$ cat src/rtl/nfbl_ram.sv
// Generic single-write, single-read synchronous RAM with registered read.
// Stand-alone: no package dependency.
`default_nettype none

module nfbl_ram #(
  parameter int WIDTH = 16,
  parameter int DEPTH = 32
) (
  input  wire logic                     clk,
  input  wire logic                     we,
  input  wire logic [$clog2(DEPTH)-1:0] waddr,
  input  wire logic [WIDTH-1:0]         wdata,
  input  wire logic                     re,
  input  wire logic [$clog2(DEPTH)-1:0] raddr,
  output      logic [WIDTH-1:0]         rdata
);

  logic [WIDTH-1:0] mem [DEPTH];

  always_ff @(posedge clk) begin
    if (we) begin
      mem[waddr] <= wdata;
    end
    if (re) begin
      rdata <= mem[raddr];
    end
  end

endmodule

`default_nettype wire

$ cat config.mk
export PLATFORM = sky130hd
export DESIGN_NAME = nfbl_ram
export DESIGN_NICKNAME = d
export VERILOG_FILES = /design/src/rtl/nfbl_ram.sv
export SDC_FILE = /design/constraint.sdc
export NUM_CORES = 1
export LEC_CHECK = 0
export BUFFER_PORTS_ARGS = -buffer_cell sky130_fd_sc_hd__buf_2
export CAP_MARGIN = 5
export CELL_PAD_IN_SITES_DETAIL_PLACEMENT = 1
export CELL_PAD_IN_SITES_GLOBAL_PLACEMENT = 1
export CORE_MARGIN = 5
export CORE_UTILIZATION = 45
export DETAILED_ROUTE_END_ITERATION = 8
export HOLD_SLACK_MARGIN = 0.12
export PLACE_DENSITY = 0.75
export SLEW_MARGIN = 30
export SYNTH_ARGS = -nofsm -noshare
export SYNTH_HDL_FRONTEND = slang
export SYNTH_SLANG_ARGS = --single-unit
$ cat constraint.sdc
create_clock -name clk -period 1.9 [get_ports clk]
set_input_delay 0.285 -clock clk [delete_from_list [all_inputs] [get_ports clk]]
set_output_delay 0.285 -clock clk [all_outputs]
set_load 0.05 [all_outputs]
==> impl_metrics.ini <==
[clock_network]
cts_resized = 0
htree_levels = 2
root_buffer = clkbuf_16
post_cts_buffers = 0
cts_hold_buf = 0
clk_pin_slew_ns = 0.06
numCtsBuffers = 53
worstSkewPairLatency_ns = 0.60
clk_path_buf_depth = 3
cts_tree = built
clock-sinks = 528

[floorplanning]
core_area_sq_um = 45480
start_util_pct = 45.51
io_pins = 45
die_h_microns = 224.5
die_w_microns = 224.5
die-area_sq_um = 50380
placement_rows = 78

[placement]
dp.cells = 1838
dp_hpwl_microns = 32610
placement.io_buffers = 44
routabilityCongestion = 0.7937

[sta]
finalSetupViolCount = 0
rsz0062_at_grt = false
timing.fmax_mhz = 608.9
max_slew_margin_pct = 53.22
slew_viol_final = 0
skew_ns = 0.009856
tns_ns = 0
tightest_slew_ns = 0.7017
period_needed_ns = 1.642
hold_violations = 0
fin_crit_sh_pct = 86.44

[synth]
synth_fp_nets = 1172
syn_inst = 1143
ys_warn_count = 0
ys_types = 25
yosysSeqAreaShare_pct = 76.61
ys_seq_elements = 528
syn_avg_cell_area_sq_um = 18.11
synthesis.area_sq_um = 20700

[layout]
area_growth_pct = 18.17
fin_cells = 1932
layout-drive-gt1-share_pct = 19.08
final_nets = 1322
nFillCells = 4168

[power]
ir_drop_uv = 834.8
power_density_nw_per_um2 = 1007
power.total_mw = 24.62
power.leakage_nw = 8.589

[detailed_routing]
viasPerCell = 5.867
firstDrtPassIters = 5
dr_total_vias = 11340
antenna_left = 0
drc = 0
wl_per_cell_microns = 27.73
drt_iter0_markers = 1114
wirelength_microns = 53580

[critical_path]
crit_type = flop to output pin
critical_path_buf_inv_count = 1
cp_top_family = flip-flops
path_max_fanout = 1
slowest_delay_ns = 0.42
critPathLaunchType = flop
slowest_stage = edfxtp_1
required_ns = 1.62
setup.worst_path.end_class = output pin
worstPathArrival_ns = 1.36
crit_chain = buf_2

[grt]
grt_pass1_vias = 12230
track_usage_pct = 21.06
grt_pass1_wl_microns = 79390
grt_max_degree = 36
grt.overflow.total = 0
antenna_found_initial = 1

[flow_run]
cap_viol_max_count = 0

[hold_path]
hold_class = input pin to flop

[status]
status = finished clean
[state kept, by name (all words and copies together), names as in the netlist]
name and flops:
rdata 16, mem 512
[cells in the mapped netlist]
| library cell | number | area share, % |
|---|---|---|
| buf_4 | 19 | 0.69 |
| nor2_1 | 33 | 0.60 |
| a22oi_1 | 64 | 2.3 |
| nand3_1 | 34 | 0.82 |
| nand4_1 | 16 | 0.48 |
| buf_6 | 6 | 0.33 |
| nand2b_1 | 2 | 0.060 |
| or3b_2 | 3 | 0.13 |
| nand2_1 | 33 | 0.60 |
| buf_12 | 5 | 0.48 |
| nand3b_1 | 5 | 0.18 |
| nor2b_1 | 2 | 0.060 |
| nor3_1 | 16 | 0.39 |
| buf_8 | 6 | 0.44 |
| or3_1 | 1 | 0.030 |
| or2_1 | 1 | 0.030 |
| a31oi_1 | 16 | 0.48 |
| buf_2 | 19 | 0.46 |
| a22o_1 | 32 | 1.4 |
| mux2i_1 | 256 | 12 |
| a21oi_1 | 32 | 0.77 |
| clkbuf_1 | 12 | 0.22 |
| edfxtp_1 | 528 | 77 |
| and2_1 | 1 | 0.030 |
| nor2_4 | 1 | 0.054 |
[per-layer routing]
metal,up-vias,GRT usage [%],routed length [microns]
li1,4883,-,-
met1,5947,28.78,22270
met2,416,35.20,26570
met3,88,3.628,3347
met4,2,5.971,1378
met5,-,0,17
[layout make-up]
type / count / area (sq um) / share of cell area, %
diodes: 1 / 2.502 / 0.01023
well taps: 600 / 750.7 / 3.070
flip-flops and latches: 528 / 15860 / 64.83
clock inverters: 29 / 225.2 / 0.9209
multi-input cells: 548 / 4347 / 17.77
clock buffers: 64 / 1410 / 5.766
repair buffers: 162 / 1867 / 7.633
[power by group]
| part | total, mW | internal (mW) | leakage [nW] | switching, mW |
|---|---|---|---|---|
| combinational | 1.58 | 0.579 | 3.03 | 0.996 |
| sequential | 13.1 | 13.0 | 4.77 | 0.0594 |
| clock | 9.99 | 5.66 | 0.785 | 4.33 |
[final timing paths]
path | from | to | slack, ns | cells past startpoint
setup / recovery | rdata[8] | rdata[8] | 0.26 | 1
hold / removal | wdata[10] | mem[0][10] | 0.19 | 1
setup reg to reg | mem[5][11] | rdata[11] | 0.32 | 7
hold reg to reg | mem[16][3] | rdata[3] | 0.69 | 4
[placed cells by master, fill, tap and decap left out, types with 33 or more instances in the layout]
cell         n
buf_12      60
edfxtp_1   528
nand2_1     33
nand3_1     34
buf_4       58
clkbuf_16   55
mux2i_1    256
buf_2       43
a22oi_1     64
[cells by family after synthesis]
kind of cell	count (synthesis)	synth area share, %
flops	528	76.61
mux	256	12.38
simple gates	148	3.464
compound gates	144	4.933
buf+inv	67	2.612
[per-stage QoR]
stage / hold WS, ns / util, % / setup WS, ns / instance area, sq um
6_report: 0.1945 / 53.78 / 0.2576 / 24460
5_1_grt: 0.1796 / 53.77 / 0.1967 / 24450
4_1_cts: 0.1597 / 53.77 / 0.2439 / 24450
3_5_place_dp: 0.6908 / 50.18 / -0.2264 / 22820
3_3_place_gp: 0.6620 / 50.18 / -0.1520 / 22820
2_1_floorplan: 0.3839 / - / -0.1250 / 20700
Note: power is estimated with default switching activity, not from simulation.
