<file path="config.mk">
export PLATFORM = sky130hd
export DESIGN_NAME = nfbl_ctrl
export DESIGN_NICKNAME = d
export VERILOG_FILES = /design/src/rtl/nfbl_pkg.sv /design/src/rtl/nfbl_ctrl.sv
export SDC_FILE = /design/constraint.sdc
export NUM_CORES = 1
export LEC_CHECK = 0
export BUFFER_PORTS_ARGS = -buffer_cell sky130_fd_sc_hd__buf_2
export CAP_MARGIN = 20
export CORE_MARGIN = 8
export CORE_UTILIZATION = 51
export CTS_CLUSTER_DIAMETER = 80
export DETAILED_ROUTE_END_ITERATION = 8
export MAX_ROUTING_LAYER = met4
export PLACE_DENSITY = 0.8
export SETUP_SLACK_MARGIN = 0.02
export SLEW_MARGIN = 20
export SYNTH_ARGS = -nofsm -noshare
export SYNTH_HDL_FRONTEND = slang
export SYNTH_SLANG_ARGS = --single-unit
</file>
<file path="constraint.sdc">
create_clock -name clk -period 2.2 [get_ports clk]
set_input_delay 0 -clock clk [delete_from_list [all_inputs] [get_ports clk]]
set_output_delay 0 -clock clk [all_outputs]
set_load 0.03 [all_outputs]
</file>
<file path="src/rtl/nfbl_pkg.sv">
// Shared types, sizes and constants for the nibble frame bitmap link.
// Used by nfbl_ctrl, nfbl_resp and the core module; nfbl_ram does not use it.
`default_nettype none

package nfbl_pkg;

  localparam int ROW_COUNT  = 16;
  localparam int ROW_AW     = (ROW_COUNT > 1) ? $clog2(ROW_COUNT) : 1;
  localparam int ROW_SLOTS  = 2 ** ROW_AW;
  localparam int RAM_AW     = ROW_AW + 1;
  localparam int RAM_DEPTH  = 2 ** RAM_AW;
  localparam int ROW_W      = 16;
  localparam int POS_W      = $clog2(4 * ROW_COUNT + 2);

  localparam logic [POS_W-1:0] DATA_POS    = POS_W'(4 * ROW_COUNT);
  localparam logic [POS_W-1:0] TRAILER_POS = POS_W'(4 * ROW_COUNT + 1);

  localparam logic [7:0] HEADER_BYTE  = 8'd1;
  localparam logic [7:0] TRAILER_BYTE = 8'd36;
  localparam logic [7:0] NIBBLE_MASK  = 8'h0f;

  typedef enum logic [1:0] {
    CMD_RECV  = 2'd0,
    CMD_EMIT  = 2'd1,
    CMD_CLEAR = 2'd2,
    CMD_READ  = 2'd3
  } cmd_t;

  typedef enum logic [1:0] {
    TX_NONE    = 2'd0,
    TX_HEADER  = 2'd1,
    TX_DATA    = 2'd2,
    TX_TRAILER = 2'd3
  } tx_src_t;

  typedef struct packed {
    cmd_t       command;
    logic [7:0] rx_byte;
    logic [3:0] row_index;
  } req_word_t;

  typedef struct packed {
    logic [7:0]       tx_byte;
    logic             tx_last;
    logic [ROW_W-1:0] row_data;
    logic             frame_done;
    logic             frame_ok;
  } rsp_word_t;

  // What the response stage needs to finish one word once RAM data returns
  typedef struct packed {
    tx_src_t    tx_src;
    logic [1:0] nib_sel;
    logic       row_read;
    logic       row_zero;
    logic       frame_done;
    logic       frame_ok;
  } meta_t;

  typedef struct packed {
    logic              we;
    logic [RAM_AW-1:0] waddr;
    logic [ROW_W-1:0]  wdata;
    logic              re;
    logic [RAM_AW-1:0] raddr;
  } ram_req_t;

  function automatic logic [ROW_AW-1:0] row_of(input logic [3:0] ri);
    logic [7:0] wide;
    wide = {4'h0, ri};
    return wide[ROW_AW-1:0];
  endfunction

endpackage

`default_nettype wire

</file>
<file path="src/rtl/nfbl_ctrl.sv">
// Frame position tracking, bank selection and RAM access issue.
// Depends on nfbl_pkg.
`default_nettype none

module nfbl_ctrl
  import nfbl_pkg::*;
(
  input  wire logic      clk,
  input  wire logic      rst,
  input  wire logic      accept,
  input  wire req_word_t word,
  output      ram_req_t  ram,
  output      meta_t     meta
);

  logic [POS_W-1:0]     rx_pos, rx_pos_next;
  logic [POS_W-1:0]     tx_pos, tx_pos_next;
  logic                 bank, bank_next;
  logic [ROW_SLOTS-1:0] zflag, zflag_next;
  logic [11:0]          acc, acc_next;

  logic [POS_W-1:0]  rx_k, tx_k;
  logic [ROW_AW-1:0] rx_row, tx_row, rd_row;
  logic [1:0]        rx_nib, tx_nib;
  logic [3:0]        nib_in;
  logic              commit;

  assign rx_k   = rx_pos - POS_W'(1);
  assign tx_k   = tx_pos - POS_W'(1);
  assign rx_row = rx_k[ROW_AW+1:2];
  assign tx_row = tx_k[ROW_AW+1:2];
  assign rx_nib = rx_k[1:0];
  assign tx_nib = tx_k[1:0];
  assign rd_row = row_of(word.row_index);
  assign nib_in = 4'(word.rx_byte & NIBBLE_MASK);
  assign commit = accept && meta.frame_ok;

  always_comb begin
    rx_pos_next = rx_pos;
    tx_pos_next = tx_pos;
    bank_next   = bank;
    zflag_next  = zflag;
    acc_next    = acc;

    ram.we    = 1'b0;
    ram.waddr = {~bank, rx_row};
    ram.wdata = {nib_in, acc};
    ram.re    = accept;
    ram.raddr = {bank, tx_row};

    meta.tx_src     = TX_NONE;
    meta.nib_sel    = tx_nib;
    meta.row_read   = 1'b0;
    meta.row_zero   = 1'b1;
    meta.frame_done = 1'b0;
    meta.frame_ok   = 1'b0;

    if (accept) begin
      case (word.command)
        CMD_RECV: begin
          if (rx_pos == '0) begin
            rx_pos_next = POS_W'(1);
          end else if (rx_pos <= DATA_POS) begin
            // gather three nibbles, write the whole shadow row on the fourth
            if (rx_nib == 2'd3) begin
              ram.we = 1'b1;
            end else begin
              acc_next[4*rx_nib +: 4] = nib_in;
            end
            rx_pos_next = rx_pos + POS_W'(1);
          end else begin
            meta.frame_done = 1'b1;
            if (word.rx_byte == TRAILER_BYTE) begin
              // shadow bank becomes the line store
              meta.frame_ok = 1'b1;
              bank_next     = ~bank;
              zflag_next    = '0;
            end
            rx_pos_next = '0;
          end
        end
        CMD_EMIT: begin
          if (tx_pos == '0) begin
            meta.tx_src = TX_HEADER;
            tx_pos_next = POS_W'(1);
          end else if (tx_pos <= DATA_POS) begin
            meta.tx_src   = TX_DATA;
            meta.row_zero = zflag[tx_row];
            tx_pos_next   = tx_pos + POS_W'(1);
          end else begin
            meta.tx_src = TX_TRAILER;
            tx_pos_next = '0;
          end
        end
        CMD_CLEAR: begin
          zflag_next = '1;
        end
        CMD_READ: begin
          ram.raddr     = {bank, rd_row};
          meta.row_read = 1'b1;
          meta.row_zero = zflag[rd_row] || ({3'b000, word.row_index} >= 7'(ROW_COUNT));
        end
        default: begin
          meta.row_zero = 1'b1;
        end
      endcase
    end
  end

  always_ff @(posedge clk) begin
    if (rst) begin
      rx_pos <= '0;
      tx_pos <= '0;
      bank   <= 1'b0;
      zflag  <= '1;
    end else begin
      rx_pos <= rx_pos_next;
      tx_pos <= tx_pos_next;
      bank   <= bank_next;
      zflag  <= zflag_next;
    end
    acc <= acc_next;
  end

  a_rx_pos_range: assert property (@(posedge clk) disable iff (rst)
    rx_pos <= TRAILER_POS) else $error("receive position past trailer");

  a_tx_pos_range: assert property (@(posedge clk) disable iff (rst)
    tx_pos <= TRAILER_POS) else $error("transmit position past trailer");

  a_commit_swap: assert property (@(posedge clk) disable iff (rst)
    commit |=> (bank != $past(bank)) && (zflag == '0))
    else $error("commit did not swap banks and validate rows");

  a_write_shadow: assert property (@(posedge clk) disable iff (rst)
    ram.we |-> (ram.waddr[RAM_AW-1] != bank))
    else $error("shadow write aimed at live bank");

endmodule

`default_nettype wire

</file>
==> metrics.yaml, run 1 <==
worst_setup_path:
  cp-start-kind: "flop"
  worst_ep_required_time_ns: 2.20
  critPathKind: "flop to output port"
  reg2reg_depth: 6
  cp-end-kind: "output port"
  worst_ep_arrival_time_ns: 2.05
  critPathMaxFanout: 8
clock_network:
  clock_tree.root_cell: "clkbuf_4"
  ctsHtreeMaxLevel: 1
  cts.sinks: 28
  clkLatencyLatePin_ns: 0.33
  path_clk_slew_ns: 0.15
  cts_buffers: 3
  tritoncts: "done"
  clock_path_buffers: 2
floorplanning:
  num_rows: 21
  start_util: 0.515
  fp.dieH_um: 73.4
  core-area_mm2: 0.00326
  die-area_mm2: 0.00538
  fp.dieW_um: 73.4
  io_pins: 53
global_routing:
  overflow: 0
  track_usage: 0.140
  antenna_found_initial: 0
  grt_pass1_vias: 1315
  grt_pass1_wl_mm: 5.89
  grt_max_degree: 18
finish:
  num_antenna_cells: 0
  fin_util: 0.628
  layout-drive-gt1-share: 0.296
  final_nets: 257
  syn_to_final_growth_pct: 21.8
route:
  drcViolationCount: 0
  wl_per_cell_um: 13.5
  avgViaCountPerCell: 5.21
  drt_first_iter_violations: 55
  firstDrtPassIters: 4
  wl_mm: 3.73
  vias: 1438
  ant_nets: 0
hold_path:
  worstHoldPathCells: 2
  hold_path_class: "input port to flop"
timing:
  hold_viol_final: 0
  setup_tns_ns: 0
  rsz0062_at_grt: "no"
  skew_ns: 0.00976
  layout_setup_ws_ns: 0.149
  worstMarginPinSlew_ns: 0.397
  final.min_clock_period_ns: 2.05
  period_share: 0.932
  fmax_ghz: 0.488
  slew_headroom: 0.735
  setup_viol_count_final: 0
  drv_slew: 0
yosys:
  synth.distinct_cells: 43
  synth-seq-cells: 28
  syn_nets: 207
  syn_area_mm2: 0.00168
  syn_avg_cell_area_um2: 9.28
  synthCells: 181
  seq_area_frac_synth: 0.405
  yosys_warnings: 0
placed_design:
  dp_hpwl_mm: 2.83
  pre_cts_slack_ns: 0.372
  port_buffers: 52
  routabilityCongestion: 0.840
flow_run:
  maxCapViolations: 0
pwr:
  powerDensity_mw_per_mm2: 609
  ir_drop_v: 0.000760
  p_leak_nw: 0.854
outcome:
  status: "finished clean"
flip-flops by register name, indices dropped and copies added (netlist names):
name,count
acc,12
rx_pos,7
tx_pos,7
bank,1
zflag,1
stage by stage:
stage / power, mW / hold slack, ns / area, um^2 / instances
global placement: 0.910 / 0.293 / 1920 / 266
finish: 1.25 / 0.0131 / 2050 / 276
detailed placement: 0.915 / 0.307 / 1920 / 266
CTS: 1.25 / 0.00307 / 2020 / 275
global route: 1.31 / 0.0110 / 2050 / 276
floorplan: 0.819 / 0.129 / 1680 / 181
area by class of cell:
type	count	area [um^2]
Tap cell	46	57.6
Clock buffer	3	22.5
Sequential cell	28	681
Fill cell	286	1210
Clock inverter	1	30.0
Inverter	9	33.8
Multi-Input combinational cell	129	883
Timing Repair Buffer	60	338
synth_stat cells (all sizes together):
| master | count | area (um^2) |
|---|---|---|
| o31ai | 1 | 7.51 |
| a21oi | 4 | 23.8 |
| a311oi | 1 | 8.76 |
| a31oi | 2 | 12.5 |
| xnor2 | 5 | 43.8 |
| and4 | 2 | 18.8 |
| xor2 | 12 | 105 |
| nand2b | 2 | 12.5 |
| and3b | 1 | 8.76 |
| nor4b | 2 | 17.5 |
| a211oi | 4 | 30.0 |
| and3 | 4 | 26.3 |
| nand4 | 3 | 18.8 |
| edfxtp | 12 | 360 |
| or4 | 1 | 7.51 |
| o21ai | 7 | 35.0 |
| and2 | 16 | 100 |
| o41ai | 1 | 8.76 |
| clkbuf | 4 | 16.3 |
| nor2 | 8 | 30.0 |
| inv | 9 | 33.8 |
| a32o | 2 | 20.0 |
| o32ai | 1 | 8.76 |
| or2 | 3 | 18.8 |
| o22ai | 1 | 6.26 |
| o211ai | 1 | 7.51 |
| nor3 | 14 | 70.1 |
| nand3 | 1 | 5.00 |
| dfxtp | 16 | 320 |
| nand2 | 15 | 56.3 |
| ha | 9 | 113 |
| nor3b | 2 | 15.0 |
| or3b | 1 | 8.76 |
| or3 | 3 | 28.8 |
| buf | 11 | 75.1 |
metal layers:
layer  vias up  wire length [um]  GRT usage
met5         -                 0          -
met4         0                23     0.0333
met3         5               251     0.0396
met2        42              1910      0.253
met1       666              1540      0.145
li1        725                 -          -
power by group:
group	internal [mW]	switching, mW
clock	0.184	0.147
sequential	0.554	0.00562
combinational	0.125	0.230
worst max-delay path: stages (launching register included):
cell	delay (ns)
dfxtp_1	0.41
or3_4	0.42
or3_4	0.39
a21oi_2	0.26
buf_2	0.25
final timing paths:
kind                   from  slack [ns]      end
setup / recovery  tx_pos[2]        0.15  meta[6]
hold reg to reg        bank        0.51     bank
setup reg to reg  rx_pos[1]        0.38     bank
hold / removal      word[4]        0.01   acc[8]
cell families (layout without fill, tap and decap cells):
| group | count (synthesis) | count (layout) | synth area share |
|---|---|---|---|
| AND/OR/NAND/NOR | 78 | 78 | 0.264 |
| flip-flops | 28 | 28 | 0.405 |
| AO/OA/AOI/OAI | 25 | 25 | 0.101 |
| buffers and inverters | 24 | 73 | 0.0745 |
| XOR/XNOR | 17 | 17 | 0.0887 |
| adder cells (fa/ha/maj) | 9 | 9 | 0.0671 |
repair_timing:
item                       4_1_cts  5_1_grt
resized for setup                0        4
hold endpoints to repair         5        2
setup endpoints to repair        0        4
hold buffers                     5        1
buffers inserted                 0        0
placed cells by master, fill, tap and decap left out, types with 2 or more instances in the layout:
master | netlist | routed
a211oi_1 | 4 | 4
a21oi_1 | 3 | 3
a31oi_1 | 2 | 2
a32o_1 | 2 | 2
and2_1 | 16 | 16
and3_1 | 3 | 3
buf_2 | 3 | 51
buf_4 | 6 | 3
clkbuf_4 | 0 | 3
dfxtp_1 | 16 | 16
dlygate4sd3_1 | 0 | 6
edfxtp_1 | 12 | 12
ha_1 | 9 | 9
inv_1 | 9 | 9
nand2_1 | 15 | 15
nand2b_1 | 2 | 2
nand4_1 | 3 | 3
nor2_1 | 8 | 7
nor3_1 | 14 | 14
nor3b_1 | 2 | 2
nor4b_1 | 2 | 2
o21ai_0 | 7 | 6
or2_2 | 3 | 3
or3_4 | 2 | 2
xnor2_1 | 5 | 5
xor2_1 | 12 | 11
Power figures use the tool's default switching activity.
==> run 2: changes to the inputs <==
- CTS_CLUSTER_DIAMETER: 80 -> default
- PLACE_DENSITY: 0.8 -> 0.83
==> run 2 against run 1 <==
Compared with the run above: register-to-register slack better by 0.05 ns; global-route usage hardly changed; clock skew increased by 0.00080 ns; clock power about the same; critical path type unchanged; largest cell class unchanged.
==> metrics.yaml, run 2 (synthesized netlist as in run 1, its figures left out) <==
worst_setup_path:
  worst_ep_arrival_time_ns: 2.06  # was 2.05 ns
  reg2reg_depth: 6  # unchanged
  cp-end-kind: "output port"  # unchanged
  regToRegEndpoint: "bank"  # unchanged
  critPathMaxFanout: 7  # was 8
  critPathKind: "flop to output port"  # unchanged
  rrSetupSlack_ns: 0.43  # was 0.38 ns
  cp-start-kind: "flop"  # unchanged
  worst_ep_required_time_ns: 2.20  # about the same
  worstReg2RegStart: "rx_pos[1]"  # unchanged
timing:
  setup_viol_count_final: 0  # unchanged
  setup_tns_ns: 0  # unchanged
  fin_hold_ws_ns: 0.0162  # was 0.0131 ns
  rsz0062_at_grt: "yes"  # was no
  period_share: 0.936  # was 0.932
  hold_viol_final: 0  # unchanged
  drv_slew: 0  # unchanged
  layout_setup_ws_ns: 0.142  # was 0.149 ns
  worstMarginPinSlew_ns: 0.433  # was 0.397 ns
  slew_headroom: 0.710  # was 0.735
  fmax_ghz: 0.486  # was 0.488 GHz
  final.min_clock_period_ns: 2.06  # was 2.05 ns
  skew_ns: 0.0106  # was 0.00976 ns
hold_path:
  worstHoldPathCells: 2  # unchanged
  hold_path_class: "input port to flop"  # unchanged
  whs_endpoint: "acc[1]"  # was acc[8]
  min-delay-start: "word[5]"  # was word[4]
global_routing:
  grt_max_degree: 18  # unchanged
  overflow: 0  # unchanged
  track_usage: 0.140  # about the same
  antenna_found_initial: 0  # unchanged
  grt_pass1_wl_mm: 5.85  # was 5.89 mm
  grt_pass1_vias: 1326  # was 1315
finish:
  largest_register_ffs: 12  # unchanged
  multi_input_area_um2: 881  # was 883 um^2
  layout-drive-gt1-share: 0.297  # was 0.296
  seq_area_um2: 682  # was 681 um^2
  final_nets: 256  # was 257
  largest-register: "acc"  # unchanged
  final_common_cell: "buf_2"  # unchanged
  layout_common_cells: "buf_2 (51), and2_1 (16), nand2_1 (15), dfxtp_1 (15), nor3_1 (14)"  # was buf_2 (51), and2_1 (16), dfxtp_1 (16)
  fin_util: 0.624  # was 0.628
  reg_top3: "acc x12, rx_pos x7, tx_pos x7"  # unchanged
  fill_cells: 294  # was 286
  syn_to_final_growth_pct: 21.2  # was 21.8%
  num_antenna_cells: 0  # unchanged
placed_design:
  routabilityCongestion: 0.848  # was 0.840
  port_buffers: 52  # unchanged
  dp_hpwl_mm: 2.82  # was 2.83 mm
  pre_cts_slack_ns: 0.398  # was 0.372 ns
route:
  wl_mm: 3.68  # was 3.73 mm
  firstDrtPassIters: 4  # unchanged
  vias: 1413  # was 1438
  wl_per_cell_um: 13.4  # was 13.5 um
  drcViolationCount: 0  # unchanged
  drt_first_iter_violations: 64  # was 55
  avgViaCountPerCell: 5.14  # was 5.21
  ant_nets: 0  # unchanged
floorplanning:
  core-area_mm2: 0.00326  # unchanged
  die-area_mm2: 0.00538  # unchanged
  fp.dieH_um: 73.4  # unchanged
  fp.dieW_um: 73.4  # unchanged
  num_rows: 21  # unchanged
  io_pins: 53  # unchanged
  start_util: 0.515  # unchanged
outcome:
  status: "finished clean"  # unchanged
clock_network:
  cts.sinks: 28  # unchanged
  clkLatencyLatePin_ns: 0.33  # about the same
  path_clk_slew_ns: 0.15  # about the same
  clock_path_buffers: 2  # unchanged
  tritoncts: "done"  # unchanged
  cts_setup_buffers: 0  # unchanged
  cts_buffers: 3  # unchanged
  ctsHtreeMaxLevel: 1  # unchanged
  clock_tree.root_cell: "clkbuf_4"  # unchanged
pwr:
  p_leak_nw: 0.850  # was 0.854 nW
  powerDensity_mw_per_mm2: 611  # was 609 mW/mm^2
  ir_drop_v: 0.000618  # was 0.000760 V
  p_total_mw: 1.24  # was 1.25 mW
flow_run:
  maxCapViolations: 0  # unchanged
[run 2: cell count changes in the layout (fill, tap and decap cells not counted), sizes merged]
cell,before,now
dlygate4sd3,6,5
[run 2: per-layer routing]
layer	routed length, um	global-route usage
met1	1460	0.138
met2	1910	0.259
met3	272	0.0464
met4	40	0.0310
met5	0	-
[run 2: layout make-up]
class                           instances  share of cell area
Tap cell                               46              0.0283
Multi-Input combinational cell        129               0.433
Timing Repair Buffer                   59               0.161
Sequential cell                        28               0.335
Clock inverter                          1              0.0148
Inverter                                9              0.0166
Clock buffer                            3              0.0111
[run 2: worst max path at each step]
stage / from / end / cells past startpoint / slack, ns
after global routing: rx_pos[1] / ram[27] / 7 / -0.004
after floorplan: tx_pos[0] / meta[2] / 6 / 0.16
final: rx_pos[1] / ram[27] / 7 / 0.14
after CTS: rx_pos[1] / ram[27] / 7 / 0.04
after detailed placement: rx_pos[1] / bank / 6 / 0.40
after global placement: rx_pos[1] / bank / 6 / 0.43
[run 2: power breakdown]
| part | switching (mW) | leakage (nW) | total (mW) | internal (mW) |
|---|---|---|---|---|
| registers | 0.00552 | 0.233 | 0.559 | 0.554 |
| logic | 0.229 | 0.589 | 0.352 | 0.123 |
| clock network | 0.147 | 0.0279 | 0.332 | 0.184 |
| total | 0.382 | 0.850 | 1.24 | 0.861 |
[run 2: metrics by stage]
| step | instances | instance area [um^2] |
|---|---|---|
| 6_report | 275 | 2030 |
| 5_1_grt | 275 | 2030 |
| 4_1_cts | 273 | 2000 |
| 3_5_place_dp | 266 | 1920 |
| 3_3_place_gp | 266 | 1920 |
| 2_1_floorplan | 181 | 1680 |
[run 2: what timing repair did]
item	CTS	global route
setup endpoints to repair	0	4
hold buffers	3	2
endpoints found under the hold margin	1	5
gates resized for setup	0	4
[run 2: worst max-delay path, stage by stage, from the launching register on]
cell and delay [ns]:
dfxtp_1 0.40, inv_1 0.14, ha_1 0.27, nand2b_1 0.10, nor2_1 0.24, xor2_2 0.32
nor2_1 0.09, buf_2 0.18
==> run 3: changes to the inputs <==
- MAX_ROUTING_LAYER: met4 -> default
==> run 3 against run 2 <==
Compared with the run above: critical path depth unchanged; register-to-register slack is essentially flat; sequential power barely moved; global-route usage shrank 0.36 points; final area unchanged; critical endpoint unchanged; count of clock-buffer cells in the layout did not move; total power about the same; setup slack better by 0.0036 ns.
==> metrics.yaml, run 3 (synthesized netlist as in run 1, its figures left out) <==
finish:
  reg_top3: "acc x12, rx_pos x7, tx_pos x7"  # unchanged
  largest-register: "acc"  # unchanged
  num_antenna_cells: 0  # unchanged
  layout_common_cells: "buf_2 (51), and2_1 (16), nand2_1 (15), dfxtp_1 (15), nor3_1 (14)"  # unchanged
  design_area_mm2: 0.00203  # unchanged
  final_common_cell: "buf_2"  # unchanged
  largest_register_ffs: 12  # unchanged
  layout-drive-gt1-share: 0.297  # unchanged
  fin_cells: 275  # unchanged
  final_nets: 256  # unchanged
  syn_to_final_growth_pct: 21.2  # unchanged
pwr:
  ir_drop_v: 0.000618  # about the same
  powerDensity_mw_per_mm2: 611  # about the same
  p_total_mw: 1.24  # about the same
  p_leak_nw: 0.850  # unchanged
floorplanning:
  fp.dieH_um: 73.4  # unchanged
  fp.dieW_um: 73.4  # unchanged
  die-area_mm2: 0.00538  # unchanged
  start_util: 0.515  # unchanged
  num_rows: 21  # unchanged
  io_pins: 53  # unchanged
  core-area_mm2: 0.00326  # unchanged
route:
  vias: 1417  # was 1413
  wl_per_cell_um: 13.4  # about the same
  drt_first_iter_violations: 65  # was 64
  ant_nets: 0  # unchanged
  avgViaCountPerCell: 5.15  # was 5.14
  wl_mm: 3.68  # about the same
  drcViolationCount: 0  # unchanged
  firstDrtPassIters: 4  # unchanged
global_routing:
  antenna_found_initial: 0  # unchanged
  overflow: 0  # unchanged
  grt_pass1_wl_mm: 5.86  # was 5.85 mm
  grt_max_degree: 18  # unchanged
  grt_pass1_vias: 1325  # was 1326
  track_usage: 0.136  # was 0.140
worst_setup_path:
  rrSetupSlack_ns: 0.43  # about the same
  worst_ep_arrival_time_ns: 2.05  # was 2.06 ns
  cp-start-kind: "flop"  # unchanged
  worst_path_max_delay_cell: "dfxtp_1"  # unchanged
  cp_cell_sequence: "inv_1, ha_1, nand2b_1, nor2_1, xor2_2, nor2_1, buf_2"  # unchanged
  worst_ep_required_time_ns: 2.20  # about the same
  critPathMaxFanout: 7  # unchanged
  cpPeakStageDelay_ns: 0.40  # about the same
  crit_top_cell: "nor2_1"  # unchanged
  cp-end-kind: "output port"  # unchanged
  critPathKind: "flop to output port"  # unchanged
timing:
  rsz0062_at_grt: "yes"  # unchanged
  worstMarginPinSlew_ns: 0.433  # about the same
  slew_headroom: 0.710  # about the same
  fmax_ghz: 0.487  # was 0.486 GHz
  hold_viol_final: 0  # unchanged
  layout_setup_ws_ns: 0.145  # was 0.142 ns
  setup_viol_count_final: 0  # unchanged
  drv_slew: 0  # unchanged
  period_share: 0.934  # was 0.936
  fin_hold_ws_ns: 0.0164  # was 0.0162 ns
  final.min_clock_period_ns: 2.05  # was 2.06 ns
  skew_ns: 0.0106  # about the same
placed_design:
  dpl.cell_count: 266  # unchanged
  dpl_cell_area_mm2: 0.00192  # unchanged
  routabilityCongestion: 0.835  # was 0.848
  port_buffers: 52  # unchanged
  dp_hpwl_mm: 2.82  # unchanged
  pre_cts_slack_ns: 0.398  # unchanged
clock_network:
  cts.sinks: 28  # unchanged
  clock_path_buffers: 2  # unchanged
  clock_tree.root_cell: "clkbuf_4"  # unchanged
  clkLatencyLatePin_ns: 0.33  # about the same
  path_clk_slew_ns: 0.15  # about the same
  ctsHtreeMaxLevel: 1  # unchanged
  cts_buffers: 3  # unchanged
  tritoncts: "done"  # unchanged
hold_path:
  hold_path_class: "input port to flop"  # unchanged
outcome:
  status: "finished clean"  # unchanged
flow_run:
  maxCapViolations: 0  # unchanged
[run 3: timing repair]
action	in CTS	in global routing
setup endpoints to repair	0	4
buffers inserted	0	0
hold endpoints to repair	1	5
hold buffers	3	2
gates resized for setup	0	4
[run 3: worst max-delay path: cells and delay by family (launching register included)]
kind          cells  cell delay, ns
xor+xnor          1            0.32
fa+ha+maj         1            0.27
buf+inv           2            0.32
flops             1            0.40
simple gates      3            0.43
[run 3: power by group]
group	internal (mW)	switching, mW	total [mW]
combinational	0.123	0.229	0.352
clock	0.184	0.147	0.332
sequential	0.554	0.00550	0.559
total	0.861	0.382	1.24
[run 3: worst paths after layout]
path / cells past startpoint / to / startpoint
setup / recovery: 7 / ram[27] / rx_pos[1]
hold reg to reg: 1 / tx_pos[6] / tx_pos[6]
hold / removal: 2 / acc[1] / word[5]
setup reg to reg: 6 / bank / rx_pos[1]
[run 3: final cells by class]
class	instances	area, um^2
inverters	9	33.8
repair buffers	59	328
multi-input cells	129	881
fillers	294	1220
flip-flops and latches	28	682
clock inverters	1	30.0
well taps	46	57.6
clock buffers	3	22.5
[run 3: per-layer routing]
metal / global-route usage / routed length (um) / vias up
li1: - / - / 721
met1: 0.139 / 1470 / 654
met2: 0.258 / 1890 / 38
met3: 0.0464 / 276 / 4
met4: 0.0310 / 40 / 0
met5: 0 / 0 / -
[run 3: stage by stage]
stage	setup TNS [ns]	util
6_report	0	0.624
5_1_grt	-0.00430	0.624
4_1_cts	0	0.615
3_5_place_dp	0	0.589
3_3_place_gp	0	0.589
2_1_floorplan	0	-
